## config.mk

```make
export PLATFORM = sky130hd
export DESIGN_NAME = framed_serial_transmitter
export DESIGN_NICKNAME = d
export VERILOG_FILES = /design/src/sv/fst_pkg.sv /design/src/sv/framed_serial_transmitter.sv /design/src/sv/fst_ram.sv
export VERILOG_INCLUDE_DIRS = /design/src /design/src/sv
export SDC_FILE = /design/constraint.sdc
export NUM_CORES = 1
export LEC_CHECK = 0
export CORE_MARGIN = 1.5
export CORE_UTILIZATION = 40
export DETAILED_ROUTE_END_ITERATION = 10
export DONT_BUFFER_PORTS = 1
export PLACE_DENSITY = 0.54
export SKIP_LAST_GASP = 1
export SYNTH_ARGS = -nofsm -noshare
export SYNTH_HDL_FRONTEND = slang
export SYNTH_SLANG_ARGS = --single-unit
```

## constraint.sdc

```tcl
create_clock -name clk -period 3.9 [get_ports clk]
set_input_delay 0.195 -clock clk [delete_from_list [all_inputs] [get_ports clk]]
set_output_delay 0.195 -clock clk [all_outputs]
set_load 0.01 [all_outputs]
```

## src/sv/framed_serial_transmitter_assert.svh

```systemverilog
// Assertion macros shared by the transmitter RTL.
`ifndef FRAMED_SERIAL_TRANSMITTER_ASSERT_SVH
`define FRAMED_SERIAL_TRANSMITTER_ASSERT_SVH

// The consequent must hold in the same cycle as the antecedent.
`define FST_ASSERT_SAME(label, clk, rst, ante, cons, msg) \
  label: assert property (@(posedge clk) disable iff (rst) (ante) |-> (cons)) else $error(msg);

// The consequent must hold in the cycle after the antecedent.
`define FST_ASSERT_NEXT(label, clk, rst, ante, cons, msg) \
  label: assert property (@(posedge clk) disable iff (rst) (ante) |=> (cons)) else $error(msg);

`endif

```

## src/sv/fst_pkg.sv

```systemverilog
package fst_pkg;

  localparam logic [1:0] OP_LOAD  = 2'd0;
  localparam logic [1:0] OP_START = 2'd1;
  localparam logic [1:0] OP_TICK  = 2'd2;

  localparam logic [3:0] BIT_START      = 4'd0;
  localparam logic [3:0] BIT_PARITY     = 4'd9;
  localparam logic [3:0] TICKS_PER_BYTE = 4'd12;

  typedef struct packed {
    logic [1:0] op;
    logic [3:0] cmd;
    logic [7:0] data_byte;
  } item_t;

  typedef struct packed {
    logic        tx_line;
    logic        busy_res;
    logic        frame_done;
    logic        rejected;
    logic [15:0] frames_sent;
  } result_t;

  function automatic logic [3:0] popcount8(input logic [7:0] b);
    logic [3:0] n;
    n = 4'd0;
    for (int i = 0; i < 8; i++) begin
      n = n + {3'd0, b[i]};
    end
    return n;
  endfunction

endpackage

```

## src/sv/framed_serial_transmitter.sv

```systemverilog
// The result of a transaction is registered and offered the next cycle.
// One transaction is taken per cycle while the result side takes every result.
// A payload byte is read from the store on its start-bit tick and is ready by the next tick.
// Reset is synchronous and active high; it idles the line high and clears counters.
// The payload store is not cleared; only bytes loaded for the current message are read.
module framed_serial_transmitter #(
  parameter int MAX_PAYLOAD = 15
) (
  input  logic            clk,
  input  logic            rst,
  input  logic            item_valid,
  output logic            item_ready,
  input  fst_pkg::item_t  item,
  output logic            result_valid,
  input  logic            result_ready,
  output fst_pkg::result_t result
);

  localparam int AW = (MAX_PAYLOAD > 1) ? $clog2(MAX_PAYLOAD) : 1;

  logic [3:0]  payload_count, payload_count_next;
  logic [7:0]  header_byte, header_byte_next;
  logic [7:0]  ones_sum, ones_sum_next;
  logic [3:0]  bit_position, bit_position_next;
  logic [4:0]  byte_position, byte_position_next;
  logic        sending, sending_next;
  logic [15:0] sent_counter, sent_counter_next;
  logic        line_level, line_level_next;
  logic        fetch_pend;
  logic [7:0]  cur_byte;

  logic        accept;
  logic        wr_en, rd_en;
  logic [3:0]  rd_idx;
  logic [7:0]  rd_data;
  logic [7:0]  fetched;
  logic [7:0]  tx_byte;
  logic [2:0]  bit_idx;
  logic        done, rej;

  assign accept     = item_valid && item_ready;
  assign item_ready = !result_valid || result_ready;
  assign rd_idx     = byte_position[3:0] - 4'd1;
  assign bit_idx    = 3'(bit_position - 4'd1);
  assign fetched    = fetch_pend ? rd_data : cur_byte;

  always_comb begin
    if (byte_position == 5'd0) begin
      tx_byte = header_byte;
    end else if (byte_position <= {1'b0, payload_count}) begin
      tx_byte = fetched;
    end else begin
      tx_byte = ones_sum;
    end
  end

  always_comb begin
    payload_count_next = payload_count;
    header_byte_next   = header_byte;
    ones_sum_next      = ones_sum;
    bit_position_next  = bit_position;
    byte_position_next = byte_position;
    sending_next       = sending;
    sent_counter_next  = sent_counter;
    line_level_next    = line_level;
    wr_en              = 1'b0;
    rd_en              = 1'b0;
    done               = 1'b0;
    rej                = 1'b0;
    if (accept) begin
      case (item.op)
        fst_pkg::OP_LOAD: begin
          if (sending || (payload_count >= 4'(MAX_PAYLOAD))) begin
            rej = 1'b1;
          end else begin
            wr_en              = 1'b1;
            payload_count_next = payload_count + 4'd1;
            ones_sum_next      = ones_sum + {4'd0, fst_pkg::popcount8(item.data_byte)};
          end
        end
        fst_pkg::OP_START: begin
          if (sending) begin
            rej = 1'b1;
          end else begin
            header_byte_next   = {payload_count, item.cmd};
            ones_sum_next      = ones_sum
                               + {4'd0, fst_pkg::popcount8({payload_count, item.cmd})};
            bit_position_next  = 4'd0;
            byte_position_next = 5'd0;
            sending_next       = 1'b1;
          end
        end
        fst_pkg::OP_TICK: begin
          if (!sending) begin
            line_level_next = 1'b1;
          end else begin
            if (bit_position == fst_pkg::BIT_START) begin
              line_level_next = 1'b0;
              rd_en = (byte_position != 5'd0) && (byte_position <= {1'b0, payload_count});
            end else if (bit_position < fst_pkg::BIT_PARITY) begin
              line_level_next = tx_byte[bit_idx];
            end else if (bit_position == fst_pkg::BIT_PARITY) begin
              line_level_next = ^tx_byte;
            end else begin
              line_level_next = 1'b1;
            end
            bit_position_next = bit_position + 4'd1;
            if (bit_position_next >= fst_pkg::TICKS_PER_BYTE) begin
              bit_position_next  = 4'd0;
              byte_position_next = byte_position + 5'd1;
              if (byte_position_next >= ({1'b0, payload_count} + 5'd2)) begin
                sending_next       = 1'b0;
                byte_position_next = 5'd0;
                payload_count_next = 4'd0;
                ones_sum_next      = 8'd0;
                sent_counter_next  = sent_counter + 16'd1;
                done               = 1'b1;
              end
            end
          end
        end
        default: begin
        end
      endcase
    end
  end

  fst_ram #(
    .WIDTH(8),
    .DEPTH(MAX_PAYLOAD)
  ) u_payload_ram (
    .clk    (clk),
    .wr_en  (wr_en),
    .wr_addr(payload_count[AW-1:0]),
    .wr_data(item.data_byte),
    .rd_en  (rd_en),
    .rd_addr(rd_idx[AW-1:0]),
    .rd_data(rd_data)
  );

  always_ff @(posedge clk) begin
    if (rst) begin
      payload_count <= 4'd0;
      header_byte   <= 8'd0;
      ones_sum      <= 8'd0;
      bit_position  <= 4'd0;
      byte_position <= 5'd0;
      sending       <= 1'b0;
      sent_counter  <= 16'd0;
      line_level    <= 1'b1;
      fetch_pend    <= 1'b0;
      result_valid  <= 1'b0;
    end else begin
      payload_count <= payload_count_next;
      header_byte   <= header_byte_next;
      ones_sum      <= ones_sum_next;
      bit_position  <= bit_position_next;
      byte_position <= byte_position_next;
      sending       <= sending_next;
      sent_counter  <= sent_counter_next;
      line_level    <= line_level_next;
      fetch_pend    <= rd_en;
      if (accept) begin
        result_valid <= 1'b1;
      end else if (result_ready) begin
        result_valid <= 1'b0;
      end
    end
  end

  always_ff @(posedge clk) begin
    if (fetch_pend) begin
      cur_byte <= rd_data;
    end
    if (accept) begin
      result.tx_line     <= line_level_next;
      result.busy_res    <= sending_next;
      result.frame_done  <= done;
      result.rejected    <= rej;
      result.frames_sent <= sent_counter_next;
    end
  end

`include "framed_serial_transmitter_assert.svh"

  `FST_ASSERT_SAME(a_count_in_range, clk, rst, 1'b1, payload_count <= 4'(MAX_PAYLOAD), "payload count exceeds the maximum")
  `FST_ASSERT_SAME(a_bit_in_range, clk, rst, sending, bit_position < fst_pkg::TICKS_PER_BYTE, "bit position out of range")
  `FST_ASSERT_SAME(a_fetch_while_sending, clk, rst, fetch_pend, sending && (bit_position == 4'd1), "payload fetch outside a data byte")
  `FST_ASSERT_SAME(a_done_ends_frame, clk, rst, result_valid && result.frame_done, !result.busy_res && result.tx_line, "frame end without idle line")
  `FST_ASSERT_NEXT(a_load_busy_rejected, clk, rst, accept && sending && (item.op == fst_pkg::OP_LOAD), result_valid && result.rejected, "load during a frame was not rejected")

endmodule

```

## src/sv/fst_ram.sv

```systemverilog
module fst_ram #(
  parameter int WIDTH = 8,
  parameter int DEPTH = 16
) (
  input  logic                                    clk,
  input  logic                                    wr_en,
  input  logic [((DEPTH > 1) ? $clog2(DEPTH) : 1)-1:0] wr_addr,
  input  logic [WIDTH-1:0]                        wr_data,
  input  logic                                    rd_en,
  input  logic [((DEPTH > 1) ? $clog2(DEPTH) : 1)-1:0] rd_addr,
  output logic [WIDTH-1:0]                        rd_data
);

  logic [WIDTH-1:0] mem [DEPTH];

  always_ff @(posedge clk) begin
    if (wr_en) begin
      mem[wr_addr] <= wr_data;
    end
    if (rd_en) begin
      rd_data <= mem[rd_addr];
    end
  end

endmodule

```

==> results.md <==
- DR WL/cell: 20.0 um
- Seq pwr share: 49.5%
- RSZ-0062 raised after global routing: no
- Die Y: 159 um
- Antenna violations before repair: 0
- CP Capture Type: register
- Arr. time, crit path: 3.89 ns
- Setup tns final: 0 ns
- Fin. Hold Viols: 0
- Gpl congestion: 0.805
- Peak VDD IR: 383 uV
- Worst-Skew Late Latency: 0.53 ns
- Internal: 0.00374 W
- Post-Syn Area: 9710 um2
- Clock root cell: clkbuf_16
- Post-CTS Setup Bufs: 0
- Post-Route WL: 22.3 mm
- Post-synth cell types: 63
- Leading cell type in the layout, fill and taps excluded: edfxtp_1
- Clock power frac: 44.5%
- Yosys reg bits: 205
- Required time of the critical path: 4.31 ns
- Detailed Place HPWL: 15.1 mm
- DR iter-0 viols: 447
- Worst Skew: 0.0280 ns
- DIE WIDTH: 159 um
- Clock Pin Slew Worst Setup and Hold Paths: 0.06 ns
- Minimum clock period: 3.48 ns
- Least-Margin Pin Slew: 0.948 ns
- PwrDens: 436 nW/um2
- Critical path, cell by cell: inv_1 -> fa_1 -> fa_1 -> fa_1 -> inv_1 -> fa_1 -> a21o_1 -> a21oi_1 -> o21ai_0 -> nand2_1 -> o31ai_1 -> nand2_1 -> a32o_1
- CTS tree: yes
- Sw frac: 22.2%
- Clk sinks: 205
- Max incr delay on CP: 0.60 ns
- Remaining routing DRC violations: 0
- Largest family of logic cells by synthesized area: simple AND/OR/NAND/NOR gates
- Combinational share of power: 6.0%
- Slew Limit Fails: 0
- CP bufs+invs: 2
- Rows: 56
- Most used cell, CP: fa_1
- Total GRT Usage: 18.0%
- Post-synth EDFFs: 148
- Top_reg_cell synth: edfxtp_1
- Kind of critical path: register to register
- Diodes inserted: 0
- Largest net degree at the start of global routing: 36
- Vias in the first global route: 6166
- Rel. slew slack: 36.6%
- Status: complete, no violations
- Final core utilization: 46.6%
- Synth Area in Simple Gates: 10.4%
- Max Cap Viol: 0
- Final setup vio count: 0
- Pleak: 3.95 nW
- First-pass GRT wire length: 35.2 mm
- Post-synth ARST share: 0%
- Nets: 845
- IO Port Bufs: 0
- Placed insts: 1058
- CTS HTree Levels: 1
- Synthesized net count: 816
- Crit Path Max Fanout: 7
- Syn. warnings: 0
- Delay-heaviest family, CP: adder cells
- Post-Synth Adder-Cell Area: 6.96%
- Fin crit share: 89.2%
- Cell at the slowest stage of the critical path: fa_1
- Ports: 40
- CTS Buf Count: 24
- Total grt overflow: 0
- Full die area: 25200 um2
- Net switching power: 0.00107 W
- Commonest non-fill, non-tap cells in the layout: edfxtp_1 (148), nand2_1 (60), nor2_1 (56), dfxtp_1 (56), ha_1 (38)
- Startpoint Class: register
- Fmax: 0.287 GHz
- Mux share of post-synthesis cell area: 8.55%
- Area of the core: 23700 um2
- Vias: 6066
- Worst Hold Class: input port to register
- Non-Filler Instances: 1115
- Area growth syn-to-layout: 13.6%
- First-pass iteration count of the detailed router: 5
- Mapped Cells: 750
- Layout filler cell count: 2178
- XOR/XNOR Fraction of Synth Area: 4.90%
- Clock Tree Buf Depth: 3
- Compound-Gate Fraction of Synth Area: 8.77%
- Mapped Avg Cell Area: 13.0 um2
- Proportion of layout cells with a drive suffix above 1: 12.7%
- Initial core utilization: 41.0%
- DRT antenna net count: 0
- Seq/Total Area, Yosys: 57.5%
- Vias/cell: 5.44
[kinds of logic after synthesis]
| group | after synthesis |
|---|---|
| flops | 205 |
| xor+xnor | 48 |
| mux | 52 |
| compound gates | 121 |
| buf+inv | 68 |
| simple gates | 208 |
| fa+ha+maj | 48 |
[final timing paths]
kind | from | endpoint | slack, ns | cells past startpoint
worst max-delay path | payload_count[1] | ones_sum[6] | 0.42 | 13
worst min-delay path | rst | byte_position[0] | 0.04 | 3
worst max register to register | payload_count[1] | ones_sum[6] | 0.42 | 13
worst min register to register | byte_position[0] | byte_position[0] | 0.49 | 2
[registers in the layout, summed over array words and instances, names as in the netlist]
register               flops
bit_position               4
byte_position              5
cur_byte                   8
fetch_pend                 1
header_byte                8
line_level                 1
ones_sum                   8
payload_count              4
result                    20
result_valid               1
sending                    1
sent_counter              16
u_payload_ram.mem        120
u_payload_ram.rd_data      8
[power groups by stage]
| stage | Sequential [W] | Combinational [W] | Clock, W |
|---|---|---|---|
| 6_report | 0.00238 | 0.000287 | 0.00214 |
| 5_1_grt | 0.00238 | 0.000322 | 0.00227 |
| 4_1_cts | 0.00238 | 0.000289 | 0.00219 |
| 3_5_place_dp | 0.00242 | 0.000254 | 0 |
| 3_3_place_gp | 0.00242 | 0.000244 | 0 |
| 2_1_floorplan | 0.00242 | 0.000196 | 0 |
[timing repair]
item | CTS | global route
hold buffers | 14 | 0
resized for setup | 0 | 0
endpoints found under the hold margin | 146 | 0
[tightest hold or removal path: stages]
cell and delay, ns:
nor4_1 0.06, nand3_1 0.15, o21ai_0 0.09
[per-stage QoR]
step	power [W]	hold WS, ns	cell area [um2]	setup WS, ns
2_1_floorplan	0.00261	0.294	9710	0.470
3_3_place_gp	0.00267	0.269	10100	0.374
3_5_place_dp	0.00268	0.270	10100	0.274
4_1_cts	0.00485	0.0300	11000	0.433
5_1_grt	0.00497	0.0505	11000	0.168
6_report	0.00480	0.0373	11000	0.420
[layer usage]
metal  track usage [%]  part of all wire, %  vias up
met5                 0                    0        -
met4              6.67                  3.8        0
met3              3.00                  4.7       40
met2              30.7                   48      152
met1              23.1                   44     3037
li1                  -                    -     2837
[final cells by class]
cell class	instances	area [um2]	area share (%)
flip-flops and latches	205	5590	50.7
multi-input cells	477	3850	34.9
clock buffers	31	627	5.68
well taps	319	399	3.62
repair buffers	36	305	2.77
clock inverters	12	133	1.20
inverters	35	131	1.19
[synth_stat cells (all sizes together), types with 20 or more instances]
library cell | n | area share, %
nand2 | 61 | 2.4
o21ai | 20 | 1.1
mux2i | 20 | 2.1
and2 | 21 | 1.4
xnor2 | 33 | 3.0
nor2 | 57 | 2.2
a21oi | 30 | 1.6
dfxtp | 57 | 12
mux4 | 24 | 5.6
edfxtp | 148 | 46
ha | 38 | 4.9
inv | 35 | 1.4
clkbuf | 22 | 0.85
Note: power is estimated with default switching activity, not from simulation.
